$ cat config.mk
export PLATFORM = sky130hd
export DESIGN_NAME = vxlan_multicast_encap_header
export DESIGN_NICKNAME = d
export VERILOG_FILES = /design/src/rtl/core/vmeh_pkg.sv /design/src/rtl/core/vmeh_cell.sv /design/src/rtl/core/vxlan_multicast_encap_header.sv
export VERILOG_INCLUDE_DIRS = /design/src /design/src/rtl/core
export SDC_FILE = /design/constraint.sdc
export NUM_CORES = 2
export LEC_CHECK = 0
export ABC_AREA = 1
export ABC_CLOCK_PERIOD_IN_PS = 15140
export BUFFER_PORTS_ARGS = -buffer_cell sky130_fd_sc_hd__buf_2
export CELL_PAD_IN_SITES_DETAIL_PLACEMENT = 1
export CELL_PAD_IN_SITES_GLOBAL_PLACEMENT = 2
export CORE_MARGIN = 2
export CORE_UTILIZATION = 44
export DETAILED_ROUTE_END_ITERATION = 8
export PLACE_DENSITY = 0.81
export SLEW_MARGIN = 10
export SYNTH_ARGS = -nofsm -noshare
export SYNTH_HDL_FRONTEND = slang
export SYNTH_HIERARCHICAL = 1
export SYNTH_SLANG_ARGS = --single-unit
$ cat constraint.sdc
create_clock -name clk -period 15.14 [get_ports clk]
set_input_delay 0.757 -clock clk [delete_from_list [all_inputs] [get_ports clk]]
set_output_delay 0.757 -clock clk [all_outputs]
set_load 0.05 [all_outputs]
$ cat src/rtl/core/vxlan_multicast_encap_header_macros.svh
// assertion macros for the vxlan multicast encapsulation header block
`ifndef VXLAN_MULTICAST_ENCAP_HEADER_MACROS_SVH
`define VXLAN_MULTICAST_ENCAP_HEADER_MACROS_SVH

`ifndef SYNTH

// condition implies consequence in the same cycle
`define VMEH_ASSERT_SAME(label, clk, rst, cond, cons) \
  label: assert property (@(posedge clk) disable iff (rst) (cond) |-> (cons)) \
    else $error("vmeh assertion failed");

// condition implies consequence in the next cycle
`define VMEH_ASSERT_NEXT(label, clk, rst, cond, cons) \
  label: assert property (@(posedge clk) disable iff (rst) (cond) |=> (cons)) \
    else $error("vmeh assertion failed");

`else

`define VMEH_ASSERT_SAME(label, clk, rst, cond, cons)
`define VMEH_ASSERT_NEXT(label, clk, rst, cond, cons)

`endif

`endif

$ cat src/rtl/core/vmeh_pkg.sv
// shared types, codes and constants of the vxlan multicast encapsulation header block
package vmeh_pkg;

  // table size default and slot tag width (depth at most 256)
  localparam int VMEH_TABLE_DEPTH = 16;
  localparam int SLOT_W           = 8;

  // largest inner frame length, longer frames are clamped to this
  localparam logic [16:0] MAX_FRAME = 17'd9216;

  // result status codes
  localparam logic [2:0] ST_HEADER    = 3'd0;
  localparam logic [2:0] ST_NOT_MCAST = 3'd1;
  localparam logic [2:0] ST_NO_ENTRY  = 3'd2;
  localparam logic [2:0] ST_INSTALLED = 3'd3;
  localparam logic [2:0] ST_FULL      = 3'd4;

  // request types
  localparam logic REQ_INSTALL = 1'b0;
  localparam logic REQ_ENCAP   = 1'b1;

  // configuration register indexes
  localparam logic CFG_NETWORK_ID = 1'b0;
  localparam logic CFG_TTL        = 1'b1;

  // header constants
  localparam logic [47:0] MAC_ALL_ONES = 48'hFFFF_FFFF_FFFF;
  localparam logic [15:0] IP_VER_TOS   = 16'h4500;
  localparam logic [31:0] IP_FLAGS_DF  = 32'h0000_4000;
  localparam logic [7:0]  IP_PROTO_UDP = 8'd17;
  localparam logic [7:0]  TTL_RESET    = 8'd64;
  localparam logic [16:0] HEADROOM     = 17'd36;
  localparam logic [16:0] UDP_LEN_ADD  = 17'd16;
  localparam logic [15:0] VXLAN_PORT   = 16'd4789;
  localparam logic [31:0] VXLAN_FLAGS  = 32'h0800_0000;
  localparam logic [3:0]  LAST_WORD    = 4'd8;

  // one input beat
  typedef struct packed {
    logic        req_type;
    logic [47:0] entry_mac;
    logic [31:0] group_addr;
    logic [31:0] source_addr;
    logic [47:0] dest_mac;
    logic [47:0] src_mac;
    logic [13:0] frame_len;
  } req_t;

  // one result beat
  typedef struct packed {
    logic [2:0]  status;
    logic [31:0] header_word;
    logic [3:0]  word_index;
    logic        last;
  } res_t;

  // search token handed from cell to cell
  typedef struct packed {
    logic              valid;
    logic [47:0]       key;
    logic              hit;
    logic [SLOT_W-1:0] hit_slot;
    logic [31:0]       grp;
    logic [31:0]       src;
    logic              free;
    logic [SLOT_W-1:0] free_slot;
  } tok_t;

  // entry write broadcast to all cells
  typedef struct packed {
    logic              en;
    logic [SLOT_W-1:0] slot;
    logic [47:0]       key;
    logic [31:0]       grp;
    logic [31:0]       src;
  } wr_t;

endpackage

$ cat src/rtl/core/vmeh_cell.sv
// one table cell: holds an entry and passes the search token to its neighbour
module vmeh_cell
  import vmeh_pkg::*;
#(
  parameter int SLOT = 0
) (
  input  logic clk,
  input  logic rst,
  input  tok_t tok_in,
  output tok_t tok_out,
  input  wr_t  wr
);

  logic        valid;
  logic [47:0] key;
  logic [31:0] grp;
  logic [31:0] src;
  logic        match;
  logic        sel;
  tok_t        tok_next;

  assign sel   = wr.en && (wr.slot == SLOT_W'(SLOT));
  assign match = valid && (key == tok_in.key);

  // first match and first free slot along the chain
  always_comb begin
    tok_next = tok_in;
    if (!tok_in.hit && match) begin
      tok_next.hit      = 1'b1;
      tok_next.hit_slot = SLOT_W'(SLOT);
      tok_next.grp      = grp;
      tok_next.src      = src;
    end
    if (!tok_in.free && !valid) begin
      tok_next.free      = 1'b1;
      tok_next.free_slot = SLOT_W'(SLOT);
    end
  end

  // token stage
  always_ff @(posedge clk) begin
    if (rst) begin
      tok_out.valid <= 1'b0;
    end else begin
      tok_out <= tok_next;
    end
  end

  // entry valid bit
  always_ff @(posedge clk) begin
    if (rst) begin
      valid <= 1'b0;
    end else if (sel) begin
      valid <= 1'b1;
    end
  end

  // entry payload
  always_ff @(posedge clk) begin
    if (sel) begin
      key <= wr.key;
      grp <= wr.grp;
      src <= wr.src;
    end
  end

endmodule

$ cat src/rtl/core/vxlan_multicast_encap_header.sv
// top level: source mac table as a chain of cells and vxlan/udp/ipv4 header generator
// a request is taken when start is high and busy low; the search token walks one cell per cycle
// install: one result beat, registered after the token has passed every cell
// encapsulation: search through every cell, checksum states S_SUM1 and S_SUM2, then nine beats
//   on consecutive cycles; the next request is taken with the last beat
// results cannot be stalled; synchronous reset empties the table and default entry,
//   network id 0, ttl 64
module vxlan_multicast_encap_header
  import vmeh_pkg::*;
#(
  parameter int TABLE_DEPTH = VMEH_TABLE_DEPTH
) (
  input  logic        clk,
  input  logic        rst,
  input  logic        start,
  output logic        busy,
  input  req_t        request,
  input  logic        cfg_write,
  input  logic        cfg_index,
  input  logic [23:0] cfg_data,
  output logic        result_valid,
  output res_t        result
);

`include "vxlan_multicast_encap_header_macros.svh"

  localparam logic [2:0] S_IDLE = 3'd0;
  localparam logic [2:0] S_SCAN = 3'd1;
  localparam logic [2:0] S_SUM1 = 3'd2;
  localparam logic [2:0] S_SUM2 = 3'd3;
  localparam logic [2:0] S_EMIT = 3'd4;

  logic [2:0]  state;
  logic [2:0]  state_next;
  logic        accept;
  req_t        req_q;
  tok_t        chain [TABLE_DEPTH+1];
  tok_t        tail;
  wr_t         wr;
  logic [23:0] network_id;
  logic [7:0]  time_to_live;
  logic        default_valid;
  logic [31:0] default_group;
  logic [31:0] default_source;
  logic [31:0] grp_q;
  logic [31:0] src_q;
  logic [31:0] grp_next;
  logic [31:0] src_next;
  logic [19:0] sum;
  logic [19:0] sum_next;
  logic [3:0]  word_cnt;
  logic [3:0]  word_cnt_next;
  logic        result_valid_next;
  res_t        result_next;
  logic        def_wr;
  logic [16:0] len_sat;
  logic [16:0] tot_len;
  logic [16:0] udp_len;
  logic [16:0] fold1;
  logic [16:0] fold2;
  logic [15:0] checksum;
  logic [31:0] word;

  assign busy   = (state != S_IDLE);
  assign accept = start && !busy;
  assign tail   = chain[TABLE_DEPTH];

  // token injected at the head of the chain
  always_comb begin
    chain[0]           = '0;
    chain[0].valid     = accept;
    chain[0].key       = (request.req_type == REQ_ENCAP) ? request.src_mac : request.entry_mac;
  end

  // row of table cells
  for (genvar i = 0; i < TABLE_DEPTH; i++) begin : g_cell
    vmeh_cell #(
      .SLOT(i)
    ) u_cell (
      .clk    (clk),
      .rst    (rst),
      .tok_in (chain[i]),
      .tok_out(chain[i+1]),
      .wr     (wr)
    );
  end

  // frame length clamp and derived lengths
  always_comb begin
    len_sat  = {3'b000, req_q.frame_len};
    if (len_sat > MAX_FRAME) begin
      len_sat = MAX_FRAME;
    end
    tot_len  = len_sat + HEADROOM;
    udp_len  = len_sat + UDP_LEN_ADD;
  end

  // ones-complement fold of the checksum sum
  always_comb begin
    fold1    = {1'b0, sum[15:0]} + {13'd0, sum[19:16]};
    fold2    = {1'b0, fold1[15:0]} + {16'd0, fold1[16]};
    checksum = ~fold2[15:0];
  end

  // header word select
  always_comb begin
    case (word_cnt)
      4'd0:    word = {IP_VER_TOS, tot_len[15:0]};
      4'd1:    word = IP_FLAGS_DF;
      4'd2:    word = {time_to_live, IP_PROTO_UDP, checksum};
      4'd3:    word = src_q;
      4'd4:    word = grp_q;
      4'd5:    word = {VXLAN_PORT, VXLAN_PORT};
      4'd6:    word = {udp_len[15:0], 16'h0000};
      4'd7:    word = VXLAN_FLAGS;
      4'd8:    word = {network_id, 8'h00};
      default: word = '0;
    endcase
  end

  // sequencer
  always_comb begin
    state_next        = state;
    grp_next          = grp_q;
    src_next          = src_q;
    sum_next          = sum;
    word_cnt_next     = word_cnt;
    result_valid_next = 1'b0;
    result_next       = '0;
    result_next.last  = 1'b1;
    wr                = '0;
    wr.key            = req_q.entry_mac;
    wr.grp            = req_q.group_addr;
    wr.src            = req_q.source_addr;
    def_wr            = 1'b0;
    case (state)
      S_IDLE: begin
        if (accept) begin
          state_next = S_SCAN;
        end
      end
      S_SCAN: begin
        if (tail.valid) begin
          state_next = S_IDLE;
          if (req_q.req_type == REQ_INSTALL) begin
            result_valid_next = 1'b1;
            result_next.status = ST_INSTALLED;
            if (req_q.entry_mac == MAC_ALL_ONES) begin
              def_wr = 1'b1;
            end else if (tail.hit) begin
              wr.en   = 1'b1;
              wr.slot = tail.hit_slot;
            end else if (tail.free) begin
              wr.en   = 1'b1;
              wr.slot = tail.free_slot;
            end else begin
              result_next.status = ST_FULL;
            end
          end else if (!req_q.dest_mac[40]) begin
            result_valid_next  = 1'b1;
            result_next.status = ST_NOT_MCAST;
          end else if (tail.hit) begin
            grp_next   = tail.grp;
            src_next   = tail.src;
            state_next = S_SUM1;
          end else if (default_valid) begin
            grp_next   = default_group;
            src_next   = default_source;
            state_next = S_SUM1;
          end else begin
            result_valid_next  = 1'b1;
            result_next.status = ST_NO_ENTRY;
          end
        end
      end
      S_SUM1: begin
        sum_next   = 20'({4'd0, IP_VER_TOS}) + 20'({4'd0, tot_len[15:0]}) +
                     20'({4'd0, IP_FLAGS_DF[15:0]}) + 20'({4'd0, time_to_live, IP_PROTO_UDP});
        state_next = S_SUM2;
      end
      S_SUM2: begin
        sum_next      = sum + 20'({4'd0, src_q[31:16]}) + 20'({4'd0, src_q[15:0]}) +
                        20'({4'd0, grp_q[31:16]}) + 20'({4'd0, grp_q[15:0]});
        word_cnt_next = '0;
        state_next    = S_EMIT;
      end
      S_EMIT: begin
        result_valid_next       = 1'b1;
        result_next.status      = ST_HEADER;
        result_next.header_word = word;
        result_next.word_index  = word_cnt;
        result_next.last        = (word_cnt == LAST_WORD);
        word_cnt_next           = word_cnt + 4'd1;
        if (word_cnt == LAST_WORD) begin
          state_next = S_IDLE;
        end
      end
      default: begin
        state_next = S_IDLE;
      end
    endcase
  end

  // control registers
  always_ff @(posedge clk) begin
    if (rst) begin
      state        <= S_IDLE;
      result_valid <= 1'b0;
    end else begin
      state        <= state_next;
      result_valid <= result_valid_next;
    end
  end

  // working registers
  always_ff @(posedge clk) begin
    if (accept) begin
      req_q <= request;
    end
    grp_q    <= grp_next;
    src_q    <= src_next;
    sum      <= sum_next;
    word_cnt <= word_cnt_next;
    result   <= result_next;
  end

  // default entry
  always_ff @(posedge clk) begin
    if (rst) begin
      default_valid  <= 1'b0;
      default_group  <= '0;
      default_source <= '0;
    end else if (def_wr) begin
      default_valid  <= 1'b1;
      default_group  <= req_q.group_addr;
      default_source <= req_q.source_addr;
    end
  end

  // configuration registers
  always_ff @(posedge clk) begin
    if (rst) begin
      network_id   <= '0;
      time_to_live <= TTL_RESET;
    end else if (cfg_write) begin
      case (cfg_index)
        CFG_NETWORK_ID: network_id   <= cfg_data;
        CFG_TTL:        time_to_live <= cfg_data[7:0];
        default:        network_id   <= network_id;
      endcase
    end
  end

  // checks
  `VMEH_ASSERT_SAME(a_single_is_last, clk, rst, result_valid && (result.status != ST_HEADER), result.last)
  `VMEH_ASSERT_NEXT(a_accept_busy, clk, rst, accept, busy)
  `VMEH_ASSERT_NEXT(a_words_run_on, clk, rst, result_valid && !result.last, result_valid)
  `VMEH_ASSERT_SAME(a_tail_in_scan, clk, rst, tail.valid, state == S_SCAN)

endmodule
# --- Yosys cells after proc, flatten, opt, wreduce, memory -nomap -nowiden ---
# Cells that the tools add are included.
totals:
  register_bits: 4253
  inputBits: 252
  output_inout_bits: 42
op_classes:
  add_sub_neg: 12
  n_lt_le_gt_ge: 1
  n_eq_ne: 47
  n_mux: 57
  bitwise: 2
  reduce_logical: 121
ops:
  columns: ["op", "count"]
  rows:
  - ["$mux 64", 15]
  - ["$eq 48x48->1", 16]
  - ["$pmux 32 s9", 1]
  - ["$mux 32", 4]
  - ["$add 20x16->20", 4]
  - ["$mux 73", 1]
  - ["$eq 8x4->1 const B", 8]
  - ["$logic_and 1x1->1", 63]
  - ["$mux 9", 7]
  - ["$eq 48x48->1 const B", 1]
  - ["$mux 48", 1]
  - ["$logic_not 1->1", 46]
  - ["$pmux 20 s2", 1]
  - ["$eq 8x3->1 const B", 4]
  - ["$mux 3", 9]
  - ["$add 18x16->19", 1]
  - ["$add 17x15->18 const B", 1]
  - ["$add 15x16->17 const A", 1]
  - ["$add 16x4->17", 1]
  - ["$add 16x1->16", 1]
  - ["$add 16x5->16 const B", 1]
  - ["$add 16x6->16 const B", 1]
  - ["$eq 4x3->1 const B", 4]
  - ["$eq 8x2->1 const B", 2]
  - ["other kinds (27)", 46]

# --- Longest topological paths before layout ---
logic_depth:
  word_depth: 8
  depth_mapped: 29
  depth_no_buf: 28

# --- By module ---
# Netlist, hierarchy kept.
modules_own_cells:
  columns: ["module", "instances", "cells_each", "area_per_inst_um2"]
  rows:
  - ["vmeh_cell (g_cell[1].u_cell ...)", 4, 713, 9320.2]
  - ["vmeh_cell (g_cell[10].u_cell ...)", 4, 714, 9306.4]
  - ["vmeh_cell (g_cell[11].u_cell ...)", 2, 713, 9316.4]
  - ["vmeh_cell (g_cell[13].u_cell ...)", 2, 712, 9312.7]
  - ["vxlan_multicast_encap_header", 1, 1960, 18182.4]
  - ["vmeh_cell (g_cell[0].u_cell)", 1, 713, 9332.7]
  - ["vmeh_cell (g_cell[3].u_cell)", 1, 713, 9317.7]
  - ["vmeh_cell (g_cell[12].u_cell)", 1, 712, 9313.9]
  - ["vmeh_cell (g_cell[15].u_cell)", 1, 711, 9298.9]

# --- Worst setup path before layout ---
# OpenSTA, ideal clock, no wires.
synth_path:
  path_type: "register to register"
  startpoint: "reg req_q[212] (netlist name)"
  endpoint: "reg g_cell[12].u_cell.grp[0], enable pin"
  arrival_ns: 12.904
  setup_slack_ns: 1.376
  path_stages_with_launch: 10
  cell_sequence: "edfxtp_1 -> nand4_1 -> nor4_1 -> and3_1 -> or2_2 -> clkbuf_1 -> nor2_1 -> nand2_1 -> or2_2 -> nor4_1"
synth_lines:
  columns: ["item", "line", "text"]
  rows:
  - ["from (decl)", "vxlan_multicast_encap_header.sv:36", "req_t req_q;"]
  - ["from (signal assigned)", "vxlan_multicast_encap_header.sv:218", "req_q <= request;"]
  - ["to (signal assigned)", "vmeh_cell.sv:62", "grp <= wr.grp;"]
  - ["to (decl)", "vmeh_cell.sv:16", "logic [31:0] grp;"]

==> metrics <==
Die Span X=618 um; critical path start-end classification=register to register; net switching component of the power=5.16 mW; required time of the critical path=15700 ps; number of cells on the worst reg-to-reg path=12; maximum fanout along the worst path=64; largest net degree at the start of global routing=131; CP max stage cell=sky130_fd_sc_hd__edfxtp_1; Synth Area per Inst=12.4 um2; Syn-to-layout area delta=13.2%; static leakage=74.1 nW; count of endpoints failing setup in the final report=0; min Tclk post-route=6010 ps; launch point of the worst hold path=request[130]; number of buffers on the longest clock path=4; clock tree from TritonCTS=done; register area=125000 um2; clk slew on worst S/H paths=60 ps; clock net sink count=4213; proportion of total power due to net switching=21.0%; CP cell instances=nand4_1, nor4_1, and3_1, or2_2, nor2_1, buf_4, nor2_1, nand2_1, nor3_1, nand3_1, inv_4, buf_4; vias in the first global route=103000; residual overflow from global routing=0; Final TNS setup=0 ps; Comb pwr share=3.2%; setup slack of the most critical reg-to-reg path=9130 ps; initial core utilization=44.2%; Rows=225; antenna-violating nets left=0; total of fill cells in the finished design=38300; layout cells sized above 1=9.43%; part of the total power dissipated in the clock network=41.9%; max_slew headroom=16.2%; cell area power density=131 nW/um2; type of destination of the critical path=register; Worst Hold Depth=1; Final Max Tran Viols=0; Tcrit/Tclk final=39.7%; slowest cell delay on critical path=1120 ps; Min-Delay Path Class=primary input to register; worst slew pin tran=1260 ps; 1st-iter DRT viols=6076; Overall Global Routing Usage=20.6%; Detail Placement HPWL=278000 um; end of the worst hold path=req_q[130]; Via density=4.96; Netlist Area Pre-Place=166000 um2; pre-CTS setup slack=9240 ps; root buffer selected by CTS=sky130_fd_sc_hd__clkbuf_16; Ys Warns=6; f_max=166 MHz; area of the multi-input gates=34000 um2; insertion delay to the later sink of the worst-skew pair=960 ps; via count=95900; RSZ-0062 raised after global routing=no; maximum ir drop on the vdd rail=107 uV; arrival time at the worst endpoint=6570 ps; Layout Skew=49.6 ps; Final WS setup=9130 ps; RD Place Congestion=0.863; initial antenna violation count=13; fraction of power consumed by sequential logic=55.0%; final wirelength=396000 um; r2r startpoint=req_q[188]; post-CTS setup buffers=0; number of endpoints with negative hold slack in the final report=0; H-tree Lvls=5; floorplan die area=382000 um2; number of buffers created by CTS=436; Post-CTS Resized=0; run status=finished, final reports clean; design internal power=19.4 mW; quantity of hold-fixing buffers added after cts=114; startpoint class of the critical path=register; number of nets in the layout=14300; instance count of the mapped netlist=13300; worst reg2reg endpoint=g_cell[1].u_cell/grp[11]; standard cell core area=375000 um2; per-cell routed wire length=20.5 um; Die Y=618 um; number of buffers added on ports=246; number of max-cap violations=0; Initial DRT Pass Iterations=7; post-route DRC violation count=0; first-pass GRT wire length=610000 um; number of top-level pins=294
## layout by cell type, fill, tap and decap left out, types with 48 or more instances in the layout
cell type	count
sky130_fd_sc_hd__ha_1	56
sky130_fd_sc_hd__xor2_1	65
sky130_fd_sc_hd__clkinv_1	96
sky130_fd_sc_hd__fa_1	48
sky130_fd_sc_hd__edfxtp_1	4040
sky130_fd_sc_hd__buf_2	245
sky130_fd_sc_hd__clkinv_2	85
sky130_fd_sc_hd__o21ai_1	117
sky130_fd_sc_hd__o21ai_0	165
sky130_fd_sc_hd__nor2_1	880
sky130_fd_sc_hd__inv_2	64
sky130_fd_sc_hd__nand3_1	1116
sky130_fd_sc_hd__buf_4	169
sky130_fd_sc_hd__xnor2_1	149
sky130_fd_sc_hd__inv_1	1322
sky130_fd_sc_hd__or2_2	84
sky130_fd_sc_hd__clkbuf_16	447
sky130_fd_sc_hd__a21boi_0	96
sky130_fd_sc_hd__clkbuf_1	101
sky130_fd_sc_hd__dfxtp_1	173
sky130_fd_sc_hd__a21oi_1	92
sky130_fd_sc_hd__mux2_2	48
sky130_fd_sc_hd__dlygate4sd3_1	114
sky130_fd_sc_hd__conb_1	85
sky130_fd_sc_hd__nand2_1	4086
## worst max-delay path by stage
stage | from | to | cells after the start
2_1_floorplan | req_q[212] | g_cell[12].u_cell/grp[0] | 9
3_3_place_gp | req_q[188] | g_cell[1].u_cell/grp[29] | 12
3_5_place_dp | req_q[188] | g_cell[1].u_cell/grp[29] | 12
4_1_cts | req_q[188] | g_cell[1].u_cell/src[12] | 12
5_1_grt | req_q[188] | g_cell[1].u_cell/src[12] | 12
6_report | req_q[188] | g_cell[1].u_cell/grp[11] | 12
## power groups by stage
stage / sequential [mW] / combinational [mW] / clock [mW]
5_1_grt: 13.5 / 0.879 / 10.9
4_1_cts: 13.5 / 0.787 / 10.5
6_report: 13.5 / 0.779 / 10.3
3_3_place_gp: 13.7 / 0.717 / 0
2_1_floorplan: 13.6 / 0.444 / 0
3_5_place_dp: 13.7 / 0.753 / 0
## metal layers
layer  vias to the layer above  GRT usage, %  share of wire (%)
met1                     47600          28.3                 46
li1                      46000             -                  -
met5                         -             0             0.0093
met2                      1696          34.5                 47
met3                       536          2.49                3.7
met4                         6          5.63                2.7
## metrics by stage
stage | util (%) | std cells | hold slack, ps | power [mW] | instance area, um2
after floorplan | - | 13400 | 388 | 14.1 | 166000
after global placement | 46.1 | 18400 | 392 | 14.4 | 173000
after detailed placement | 46.1 | 18400 | 401 | 14.5 | 173000
after CTS | 50.0 | 19300 | 8.12 | 24.8 | 188000
after global routing | 50.0 | 19300 | 17.3 | 25.3 | 188000
final | 50.0 | 19300 | 64.2 | 24.5 | 188000
## worst max-delay path: cells and delay by family, from the launching register on
family	cells	cell delay (ps)
buffers and inverters	3	1690
DFF	1	1120
and+or+nand+nor	9	2600
## state kept, by name, summed over array words and instances (netlist names), 3 cells and up
signal / flops
g_cell.u_cell/valid: 16
req_q: 128
g_cell.u_cell/tok_out: 2048
g_cell.u_cell/grp: 512
time_to_live: 8
g_cell.u_cell/src: 512
state: 3
sum: 20
word_cnt: 4
grp_q: 32
default_source: 32
g_cell.u_cell/key: 768
result: 40
default_group: 32
src_q: 32
network_id: 24
## cell type report
class	instances	area share (%)
inverter	1416	2.89
sequential	4213	66.5
clock inverter	238	1.04
clock buffer	557	6.22
multi-input combinational	7372	18.1
timing repair buffer	529	1.95
antenna	5	0.00666
tap	4994	3.33
No activity file was read; power rests on OpenSTA's default activity.
